`src/ovrs_pkg.sv`:
```
// ----------------------------------------------------------------------------
// ovrs_pkg
// Shared types and constants of the overvoltage relay sequencer: payload
// words, register file layout and phase codes.
// ----------------------------------------------------------------------------
`default_nettype none

package ovrs_pkg;

   // register file layout
   localparam int RegCount   = 7;
   localparam int AddrWidth  = 5;
   localparam int DataWidth  = 32;

   typedef enum logic [2:0] {
      REG_DEBOUNCE    = 3'd0,
      REG_SETTLE      = 3'd1,
      REG_CONFIRM     = 3'd2,
      REG_RELAY_GAP   = 3'd3,
      REG_RELAY_PULSE = 3'd4,
      REG_BLINK_HALF  = 3'd5,
      REG_BLINK_COUNT = 3'd6
   } reg_index_type;

   // reset values of the registers
   localparam logic [9:0]  DebounceReset    = 10'd200;
   localparam logic [15:0] SettleReset      = 16'd3000;
   localparam logic [7:0]  ConfirmReset     = 8'd2;
   localparam logic [7:0]  RelayGapReset    = 8'd3;
   localparam logic [11:0] RelayPulseReset  = 12'd300;
   localparam logic [11:0] BlinkHalfReset   = 12'd1000;
   localparam logic [3:0]  BlinkCountReset  = 4'd5;

   localparam logic [15:0] TimerMax = 16'hFFFF;

   typedef enum logic [3:0] {
      PH_WIN1     = 4'd0,
      PH_SETTLE   = 4'd1,
      PH_WIN2     = 4'd2,
      PH_ON_A     = 4'd3,
      PH_ON_B     = 4'd4,
      PH_ON_C     = 4'd5,
      PH_RUN      = 4'd6,
      PH_CONF_V   = 4'd7,
      PH_CONF_O   = 4'd8,
      PH_OFFPULSE = 4'd9,
      PH_BLINK    = 4'd10
   } phase_type;

   typedef struct packed {
      logic       v_sense;
      logic       out_sense;
   } req_word_type;

   typedef struct packed {
      logic       relay_on_drive;
      logic       relay_off_drive;
      logic       led_high_voltage;
      logic       powered;
   } rsp_word_type;

   // register values as seen by the sequencer
   typedef struct packed {
      logic [9:0]  debounce_ticks;
      logic [15:0] settle_ticks;
      logic [7:0]  confirm_ticks;
      logic [7:0]  relay_gap_ticks;
      logic [11:0] relay_pulse_ticks;
      logic [11:0] blink_half_ticks;
      logic [3:0]  blink_count;
   } cfg_type;

endpackage

`default_nettype wire

```
`src/ovrs_csr.sv`:
```
// ----------------------------------------------------------------------------
// ovrs_csr
// Register file behind the APB-style port; one word per register at 4*index.
// ----------------------------------------------------------------------------
`default_nettype none

module ovrs_csr
   import ovrs_pkg::*;
(
   input  wire logic                 clock,
   input  wire logic                 reset,
   input  wire logic                 csr_psel,
   input  wire logic                 csr_penable,
   input  wire logic                 csr_pwrite,
   input  wire logic [AddrWidth-1:0] csr_paddr,
   input  wire logic [DataWidth-1:0] csr_pwdata,
   output logic      [DataWidth-1:0] csr_prdata,
   output logic                      csr_pready,
   output cfg_type                   cfg
);

   cfg_type       cfg_ff;
   logic          wr_en;
   reg_index_type idx;

   assign csr_pready = 1'b1;
   assign idx        = reg_index_type'(csr_paddr[4:2]);
   assign wr_en      = csr_psel && csr_penable && csr_pwrite;
   assign cfg        = cfg_ff;

   // write one register, masked to its width; unused index is dropped
   always_ff @(posedge clock) begin
      if (reset) begin
         cfg_ff.debounce_ticks    <= DebounceReset;
         cfg_ff.settle_ticks      <= SettleReset;
         cfg_ff.confirm_ticks     <= ConfirmReset;
         cfg_ff.relay_gap_ticks   <= RelayGapReset;
         cfg_ff.relay_pulse_ticks <= RelayPulseReset;
         cfg_ff.blink_half_ticks  <= BlinkHalfReset;
         cfg_ff.blink_count       <= BlinkCountReset;
      end else if (wr_en) begin
         case (idx)
            REG_DEBOUNCE:    cfg_ff.debounce_ticks    <= csr_pwdata[9:0];
            REG_SETTLE:      cfg_ff.settle_ticks      <= csr_pwdata[15:0];
            REG_CONFIRM:     cfg_ff.confirm_ticks     <= csr_pwdata[7:0];
            REG_RELAY_GAP:   cfg_ff.relay_gap_ticks   <= csr_pwdata[7:0];
            REG_RELAY_PULSE: cfg_ff.relay_pulse_ticks <= csr_pwdata[11:0];
            REG_BLINK_HALF:  cfg_ff.blink_half_ticks  <= csr_pwdata[11:0];
            REG_BLINK_COUNT: cfg_ff.blink_count       <= csr_pwdata[3:0];
            default: ;
         endcase
      end
   end

   // read back, zero extended
   always_comb begin
      case (idx)
         REG_DEBOUNCE:    csr_prdata = {22'd0, cfg_ff.debounce_ticks};
         REG_SETTLE:      csr_prdata = {16'd0, cfg_ff.settle_ticks};
         REG_CONFIRM:     csr_prdata = {24'd0, cfg_ff.confirm_ticks};
         REG_RELAY_GAP:   csr_prdata = {24'd0, cfg_ff.relay_gap_ticks};
         REG_RELAY_PULSE: csr_prdata = {20'd0, cfg_ff.relay_pulse_ticks};
         REG_BLINK_HALF:  csr_prdata = {20'd0, cfg_ff.blink_half_ticks};
         REG_BLINK_COUNT: csr_prdata = {28'd0, cfg_ff.blink_count};
         default:         csr_prdata = '0;
      endcase
   end

endmodule

`default_nettype wire

```
`src/ovrs_core.sv`:
```
// ----------------------------------------------------------------------------
// ovrs_core
// Phase register, tick timer and output levels; one tick per accepted word.
// ----------------------------------------------------------------------------
`default_nettype none

module ovrs_core
   import ovrs_pkg::*;
(
   input  wire logic         clock,
   input  wire logic         reset,
   input  wire logic         step,
   input  wire req_word_type req,
   input  wire cfg_type      cfg,
   output rsp_word_type      rsp
);

   phase_type   phase_ff,  phase_in;
   logic [15:0] timer_ff,  timer_in;
   logic [4:0]  blinks_ff, blinks_in;
   logic        on_ff,  on_in;
   logic        off_ff, off_in;
   logic        led_ff, led_in;
   logic        pwr_ff, pwr_in;

   logic [15:0] timer_inc;
   logic [15:0] len_raw;
   logic [15:0] len_eff;
   logic        done;
   logic        vhi;
   logic        olo;

   assign vhi = req.v_sense;
   assign olo = !req.out_sense;

   // saturating tick count
   assign timer_inc = (phase_ff == PH_WIN1 || phase_ff == PH_SETTLE ||
                       phase_ff == PH_WIN2 || phase_ff == PH_ON_A ||
                       phase_ff == PH_ON_B || phase_ff == PH_ON_C ||
                       phase_ff == PH_RUN || phase_ff == PH_CONF_V ||
                       phase_ff == PH_CONF_O || phase_ff == PH_OFFPULSE ||
                       phase_ff == PH_BLINK)
                      ? ((timer_ff != TimerMax) ? timer_ff + 16'd1 : timer_ff)
                      : 16'd1;

   // pick the delay length of the current phase
   always_comb begin
      case (phase_ff)
         PH_SETTLE:           len_raw = cfg.settle_ticks;
         PH_ON_A, PH_ON_B:    len_raw = {8'd0, cfg.relay_gap_ticks};
         PH_ON_C, PH_OFFPULSE: len_raw = {4'd0, cfg.relay_pulse_ticks};
         PH_CONF_V, PH_CONF_O: len_raw = {8'd0, cfg.confirm_ticks};
         PH_BLINK:            len_raw = {4'd0, cfg.blink_half_ticks};
         default:             len_raw = {6'd0, cfg.debounce_ticks};
      endcase
   end

   // a zero delay counts as one tick
   assign len_eff = (len_raw == 16'd0) ? 16'd1 : len_raw;
   assign done    = timer_inc >= len_eff;

   // next state for one tick
   always_comb begin
      phase_in  = phase_ff;
      timer_in  = timer_inc;
      blinks_in = blinks_ff;
      on_in     = on_ff;
      off_in    = off_ff;
      led_in    = led_ff;
      pwr_in    = pwr_ff;
      case (phase_ff)
         PH_SETTLE: begin
            led_in = 1'b1;
            if (done) begin
               phase_in = PH_WIN2;
               timer_in = '0;
            end
         end
         PH_WIN2: begin
            led_in = 1'b1;
            if (vhi) begin
               phase_in = PH_WIN1;
               timer_in = '0;
            end else if (done) begin
               off_in   = 1'b1;
               phase_in = PH_ON_A;
               timer_in = '0;
            end else begin
               timer_in = timer_inc;
            end
         end
         PH_ON_A: begin
            if (done) begin
               on_in    = 1'b1;
               phase_in = PH_ON_B;
               timer_in = '0;
            end
         end
         PH_ON_B: begin
            if (done) begin
               off_in   = 1'b0;
               phase_in = PH_ON_C;
               timer_in = '0;
            end
         end
         PH_ON_C: begin
            if (done) begin
               on_in    = 1'b0;
               led_in   = 1'b0;
               pwr_in   = 1'b1;
               phase_in = PH_RUN;
               timer_in = '0;
            end
         end
         PH_RUN: begin
            // no delay here: hold the timer
            timer_in = timer_ff;
            if (vhi) begin
               phase_in = PH_CONF_V;
               timer_in = '0;
            end else if (olo) begin
               phase_in = PH_CONF_O;
               timer_in = '0;
            end
         end
         PH_CONF_V: begin
            if (done) begin
               timer_in = '0;
               if (vhi) begin
                  off_in   = 1'b1;
                  pwr_in   = 1'b0;
                  phase_in = PH_OFFPULSE;
               end else if (olo) begin
                  phase_in = PH_CONF_O;
               end else begin
                  phase_in = PH_RUN;
               end
            end
         end
         PH_CONF_O: begin
            if (done) begin
               timer_in = '0;
               if (olo) begin
                  phase_in = PH_WIN1;
                  led_in   = 1'b1;
                  pwr_in   = 1'b0;
               end else begin
                  phase_in = PH_RUN;
               end
            end
         end
         PH_OFFPULSE: begin
            if (done) begin
               off_in    = 1'b0;
               led_in    = 1'b1;
               blinks_in = {cfg.blink_count, 1'b0};
               timer_in  = '0;
               if (cfg.blink_count == 4'd0) begin
                  phase_in = PH_WIN1;
                  pwr_in   = 1'b0;
               end else begin
                  phase_in = PH_BLINK;
               end
            end
         end
         PH_BLINK: begin
            if (done) begin
               led_in   = !led_ff;
               timer_in = '0;
               if (blinks_ff != 5'd0) begin
                  blinks_in = blinks_ff - 5'd1;
               end
               if (blinks_ff <= 5'd1) begin
                  phase_in = PH_WIN1;
                  led_in   = 1'b1;
                  pwr_in   = 1'b0;
               end
            end
         end
         default: begin
            // first safe window; unknown codes fall in here too
            phase_in = PH_WIN1;
            led_in   = 1'b1;
            if (vhi) begin
               timer_in = '0;
            end else if (done) begin
               phase_in = PH_SETTLE;
               timer_in = '0;
            end
         end
      endcase
   end

   // advance state on each accepted tick
   always_ff @(posedge clock) begin
      if (reset) begin
         phase_ff  <= PH_WIN1;
         timer_ff  <= '0;
         blinks_ff <= '0;
         on_ff     <= 1'b0;
         off_ff    <= 1'b0;
         led_ff    <= 1'b0;
         pwr_ff    <= 1'b0;
      end else if (step) begin
         phase_ff  <= phase_in;
         timer_ff  <= timer_in;
         blinks_ff <= blinks_in;
         on_ff     <= on_in;
         off_ff    <= off_in;
         led_ff    <= led_in;
         pwr_ff    <= pwr_in;
      end
   end

   // levels after this tick
   assign rsp.relay_on_drive   = on_in;
   assign rsp.relay_off_drive  = off_in;
   assign rsp.led_high_voltage = led_in;
   assign rsp.powered          = pwr_in;

endmodule

`default_nettype wire

```
`src/ovrs_skid.sv`:
```
// ----------------------------------------------------------------------------
// ovrs_skid
// Result register with one skid entry, so a tick is taken while a result
// still waits downstream.
// ----------------------------------------------------------------------------
`default_nettype none

module ovrs_skid
   import ovrs_pkg::*;
(
   input  wire logic         clock,
   input  wire logic         reset,
   input  wire logic         push,
   input  wire rsp_word_type push_word,
   output logic              full,
   output logic              rsp_valid,
   input  wire logic         rsp_stall,
   output rsp_word_type      rsp_data
);

   logic         out_valid_ff;
   logic         skid_valid_ff;
   rsp_word_type out_ff;
   rsp_word_type skid_ff;
   logic         pop;

   assign pop       = out_valid_ff && !rsp_stall;
   assign full      = skid_valid_ff;
   assign rsp_valid = out_valid_ff;
   assign rsp_data  = out_ff;

   // control: drain skid first, else load output or park in skid
   always_ff @(posedge clock) begin
      if (reset) begin
         out_valid_ff  <= 1'b0;
         skid_valid_ff <= 1'b0;
      end else if (skid_valid_ff) begin
         if (pop) begin
            skid_valid_ff <= 1'b0;
         end
      end else if (push) begin
         if (out_valid_ff && !pop) begin
            skid_valid_ff <= 1'b1;
         end else begin
            out_valid_ff <= 1'b1;
         end
      end else if (pop) begin
         out_valid_ff <= 1'b0;
      end
   end

   // payload
   always_ff @(posedge clock) begin
      if (skid_valid_ff) begin
         if (pop) begin
            out_ff <= skid_ff;
         end
      end else if (push) begin
         if (out_valid_ff && !pop) begin
            skid_ff <= push_word;
         end else begin
            out_ff <= push_word;
         end
      end
   end

endmodule

`default_nettype wire

```
`src/overvoltage_relay_sequencer.sv`:
```
// ----------------------------------------------------------------------------
// overvoltage_relay_sequencer
// Tick-driven relay sequencer: safe-voltage windows, latching relay pulses,
// fault confirmation and LED blinking after an overvoltage trip.
// ----------------------------------------------------------------------------
//   channel  direction  word            handshake
//   req_     in         req_word_type   req_valid / req_stall
//   rsp_     out        rsp_word_type   rsp_valid / rsp_stall
//   csr_     in/out     32-bit regs     APB: psel, penable, pwrite, pready
//
// One tick word is taken every cycle while req_stall is low; its result is
// registered. Phase, timer and levels update in one pass from the tick word.
// A one-entry skid lets one more word in while rsp is stalled; req_stall
// rises only when that entry is occupied.
// Synchronous reset restores the register reset values and the first window.
// ----------------------------------------------------------------------------
`default_nettype none

module overvoltage_relay_sequencer
   import ovrs_pkg::*;
(
   input  wire logic                 clock,
   input  wire logic                 reset,
   input  wire logic                 req_valid,
   output logic                      req_stall,
   input  wire req_word_type         req_data,
   output logic                      rsp_valid,
   input  wire logic                 rsp_stall,
   output rsp_word_type              rsp_data,
   input  wire logic                 csr_psel,
   input  wire logic                 csr_penable,
   input  wire logic                 csr_pwrite,
   input  wire logic [AddrWidth-1:0] csr_paddr,
   input  wire logic [DataWidth-1:0] csr_pwdata,
   output logic      [DataWidth-1:0] csr_prdata,
   output logic                      csr_pready
);

   cfg_type      cfg;
   rsp_word_type result;
   logic         full;
   logic         step;

   assign req_stall = full;
   assign step      = req_valid && !full;

   ovrs_csr u_csr (
      .clock       (clock),
      .reset       (reset),
      .csr_psel    (csr_psel),
      .csr_penable (csr_penable),
      .csr_pwrite  (csr_pwrite),
      .csr_paddr   (csr_paddr),
      .csr_pwdata  (csr_pwdata),
      .csr_prdata  (csr_prdata),
      .csr_pready  (csr_pready),
      .cfg         (cfg)
   );

   ovrs_core u_core (
      .clock (clock),
      .reset (reset),
      .step  (step),
      .req   (req_data),
      .cfg   (cfg),
      .rsp   (result)
   );

   ovrs_skid u_skid (
      .clock     (clock),
      .reset     (reset),
      .push      (step),
      .push_word (result),
      .full      (full),
      .rsp_valid (rsp_valid),
      .rsp_stall (rsp_stall),
      .rsp_data  (rsp_data)
   );

endmodule

`default_nettype wire

```
`config.mk`:
```
export PLATFORM = sky130hd
export DESIGN_NAME = overvoltage_relay_sequencer
export DESIGN_NICKNAME = d
export VERILOG_FILES = /design/src/ovrs_pkg.sv /design/src/ovrs_csr.sv /design/src/ovrs_core.sv /design/src/ovrs_skid.sv /design/src/overvoltage_relay_sequencer.sv
export SDC_FILE = /design/constraint.sdc
export NUM_CORES = 1
export LEC_CHECK = 0
export BUFFER_PORTS_ARGS = -buffer_cell sky130_fd_sc_hd__buf_4
export CAP_MARGIN = 20
export CORE_ASPECT_RATIO = 1.5
export CORE_MARGIN = 2
export CORE_UTILIZATION = 45
export CTS_CLUSTER_DIAMETER = 40
export CTS_CLUSTER_SIZE = 30
export DETAILED_ROUTE_END_ITERATION = 10
export GPL_TIMING_DRIVEN = 0
export PLACE_DENSITY_LB_ADDON = 0.05
export SETUP_SLACK_MARGIN = 0.15
export SLEW_MARGIN = 20
export SYNTH_ARGS = -nofsm -noshare
export SYNTH_HDL_FRONTEND = slang
export SYNTH_HIERARCHICAL = 1
export SYNTH_SLANG_ARGS = --single-unit
```
`constraint.sdc`:
```
create_clock -name clock -period 5.7 [get_ports clock]
set_clock_uncertainty 0.1 [all_clocks]
set_input_delay 0.57 -clock clock [delete_from_list [all_inputs] [get_ports clock]]
set_output_delay 0.57 -clock clock [all_outputs]
set_load 0.01 [all_outputs]
```
==> impl_metrics.json <==
{
  "hold_slack_ns": 0.339,
  "yosys_warnings": 6,
  "p_total_mw": 2.02,
  "crit_required_ns": 5.72,
  "worstHoldEndpoint": "u_skid/rsp_valid",
  "cts_max_level": 3,
  "routed_wl_mm": 23.6,
  "port_buffers": 47,
  "fmax_mhz": 190,
  "num-fill-cells": 1570,
  "worstMarginPinSlew_ns": 1.12,
  "dp_hpwl_mm": 18.4,
  "insertion_delay_ns": 0.37,
  "core_area_um2": 15600,
  "ff_latch_area_um2": 2260,
  "nets": 984,
  "arrival_ns": 5.28,
  "postCtsSetupRepairBufs": 0,
  "clock_path_buffers": 2,
  "worst_setup_path_start_kind": "register",
  "cts_tree": "done",
  "synth_area_leaders": "dfxtp_1 (28%), mux2i_1 (8.1%), a21oi_1 (5.0%), nor2_1 (4.2%), o21ai_0 (3.9%)",
  "max-slew-margin-rel_pct": 25.4,
  "die_x_um": 107,
  "critPathSlowestCell": "clkbuf_1",
  "maxSlewViolCount": 0,
  "hold_start": "reset",
  "critPathKind": "reg -> reg",
  "rr_startpoint": "u_core/phase_ff[2]",
  "yosys.area.top_type_share_pct": 28.3,
  "root_buffer": "clkbuf_16",
  "cts_buffers": 9,
  "post_dp_cell_area_um2": 7800,
  "rows": 56,
  "drc": 0,
  "yosys.area.top_type": "dfxtp_1",
  "die-height_um": 158,
  "dr.pass1.iters": 5,
  "multi_input_area_um2": 4400,
  "power_leakage_nw": 3.26,
  "synthDistinctLibCells": 84,
  "drtAntennaViolNets": 0,
  "crit_path_max_incr_delay_ns": 0.53,
  "grt_max_degree": 21,
  "status": "complete, no violations",
  "min_path_cells": 2,
  "path_cells": "buf_6 -> clkbuf_1 -> clkbuf_1 -> o22ai_1 -> a221oi_1 -> nand3_1 -> o21ai_1 -> ha_1 -> nand2b_1 -> a2111o_1 -> a311oi_2 -> o41ai_4 -> buf_4 -> and2_1 -> a21oi_1 -> o21ai_0 -> buf_4 -> mux2_4",
  "r2r-end": "u_skid/rsp_data[3]",
  "vias": 6795,
  "grt_use_total_pct": 28.4,
  "layout-drive-gt1-share_pct": 17.6,
  "async_flop_share_pct": 0,
  "rsz0062_at_grt": "false",
  "r2r_cells": 18,
  "final_area_um2": 8100,
  "cp-end-kind": "register",
  "grt_pass1_wl_mm": 36.8,
  "start_util_pct": 45.9,
  "min_period_ns": 5.25,
  "final.setup.tns_ns": 0,
  "design.portCount": 85,
  "period_share_pct": 92.2,
  "synth_commonest_cells": "dfxtp_1 (101), nor2_1 (79), a21oi_1 (71), mux2i_1 (58), o21ai_0 (56)",
  "post_drt_wl_per_cell_um": 21.0,
  "netlist_area_um2": 7130,
  "ir_worst_vdd_mv": 0.137,
  "power_density_nw_per_um2": 250,
  "avgSynthCellArea_um2": 8.44,
  "dieArea_um2": 16900,
  "synth-edff-count": 8,
  "viasPerCell": 6.03,
  "critPathMaxFanout": 10,
  "ys.flop_type": "dfxtp_1",
  "drt_iter0_drc": 369,
  "antenna_found_initial": 0,
  "cts.repair.resized": 0,
  "reg2reg_slack_ns": 0.45,
  "gp_congestion": 1.01,
  "diodes": 0,
  "yosysMostFrequentCell": "dfxtp_1",
  "grt-ovfl-total": 0,
  "setup_viol": 0,
  "grt_pass1_vias": 6571,
  "syn2layout_area_growth_pct": 13.6,
  "hold_viol": 0,
  "clk_pin_slew_worst_paths_ns": 0.08,
  "cts.sinks": 109,
  "synth-seq-cells": 109,
  "holdBufCountCts": 0,
  "maxCapViolations": 0,
  "final_util_pct": 52.1,
  "yosysSeqAreaShare_pct": 31.7,
  "synthCells": 845,
  "hp-class": "in -> reg"
}
-- registers in the layout (all words and copies together) (netlist names) --
name,count
u_core/led_ff,1
u_core/phase_ff,4
u_csr/cfg,70
u_skid/rsp_data,4
u_core/blinks_ff,5
u_core/timer_ff,16
u_skid/rsp_valid,1
u_skid/full,1
u_core/off_ff,1
u_core/on_ff,1
u_core/pwr_ff,1
u_skid/skid_ff,4
-- report_power, final --
part | internal, mW | switching (mW) | total, mW
Clock | 0.311 | 0.330 | 0.641
Combinational | 0.218 | 0.361 | 0.579
Sequential | 0.789 | 0.0154 | 0.804
Total | 1.32 | 0.706 | 2.02
-- worst max path at each step --
stage	slack [ns]	start	depth (start not counted)	end
floorplan	1.25	u_core/phase_ff[2]	20	u_skid/rsp_data[3]
detailed placement	0.28	u_core/phase_ff[3]	21	u_skid/rsp_data[3]
global route	0.17	u_core/phase_ff[2]	18	u_skid/rsp_data[3]
global placement	0.36	u_core/phase_ff[3]	21	u_skid/rsp_data[3]
CTS	0.27	u_core/phase_ff[3]	21	u_skid/rsp_data[3]
finish	0.45	u_core/phase_ff[2]	18	u_skid/rsp_data[3]
-- per-stage QoR --
stage | setup WS (ns) | std cells
floorplan | 1.25 | 860
global placement | 0.362 | 1110
detailed placement | 0.283 | 1110
CTS | 0.268 | 1126
global route | 0.171 | 1126
finish | 0.445 | 1126
-- cells in the final DEF (no fill, tap or decap), types with 5 or more instances in the layout --
master | netlist | layout
nor3_1 | 14 | 14
o32ai_1 | 5 | 5
or3_1 | 5 | 5
buf_2 | 19 | 19
buf_4 | 27 | 74
nand3_1 | 46 | 46
nand2_1 | 45 | 45
nor2_1 | 79 | 79
dfxtp_1 | 101 | 101
clkbuf_1 | 25 | 26
a21o_1 | 7 | 7
clkbuf_16 | 0 | 9
ha_1 | 20 | 20
a22o_1 | 17 | 17
nand4_1 | 5 | 5
buf_6 | 6 | 6
and2_1 | 8 | 8
a221oi_1 | 10 | 10
o22ai_1 | 5 | 5
nor2b_1 | 12 | 12
xnor2_1 | 5 | 5
a21oi_1 | 71 | 71
nand2b_1 | 29 | 29
mux2_2 | 12 | 12
a211oi_1 | 9 | 7
inv_1 | 15 | 15
edfxtp_1 | 8 | 8
a22oi_1 | 15 | 14
conb_1 | 2 | 17
a311o_1 | 5 | 5
a221o_1 | 6 | 6
mux2i_1 | 58 | 58
o21ai_0 | 56 | 56
-- worst max-delay path, delay by kind of cell, from the launching register on --
family                     cells  cell delay [ns]
adders and majority gates      1             0.24
muxes                          1             0.25
buffers and inverters          5             1.59
AOI/OAI and AO/OA              8             2.03
DFF                            1             0.37
and+or+nand+nor                3             0.44
-- routing by layer --
metal  share of wire [%]  wire length [µm]  vias to the layer above  GRT usage (%)
met5                   0                 0                        -              0
met4                 5.0              1180                        0           15.0
met3                 4.1               974                       61           3.38
met2                  51             12100                      222           51.8
met1                  40              9350                     3272           32.2
li1                    -                 -                     3240              -
-- cells by family after synthesis --
| kind of cell | share of synthesized area, % |
|---|---|
| DFF | 31.7 |
| AOI/OAI and AO/OA | 24.1 |
| adders and majority gates | 3.51 |
| buffers and inverters | 7.63 |
| and+or+nand+nor | 20.5 |
| other | 0.105 |
| muxes | 11.5 |
| xor gates and xnor gates | 0.982 |
-- final cells by class --
cell class,instances,share of cell area [%]
plain buffers,82,5.93
clock buffers,10,2.83
clock inverters,6,0.741
inverters,17,0.788
multi-input cells,652,54.3
flip-flops and latches,109,27.9
well taps,203,3.13
repair buffers,47,4.35
Note: power is estimated with default switching activity, not from simulation.
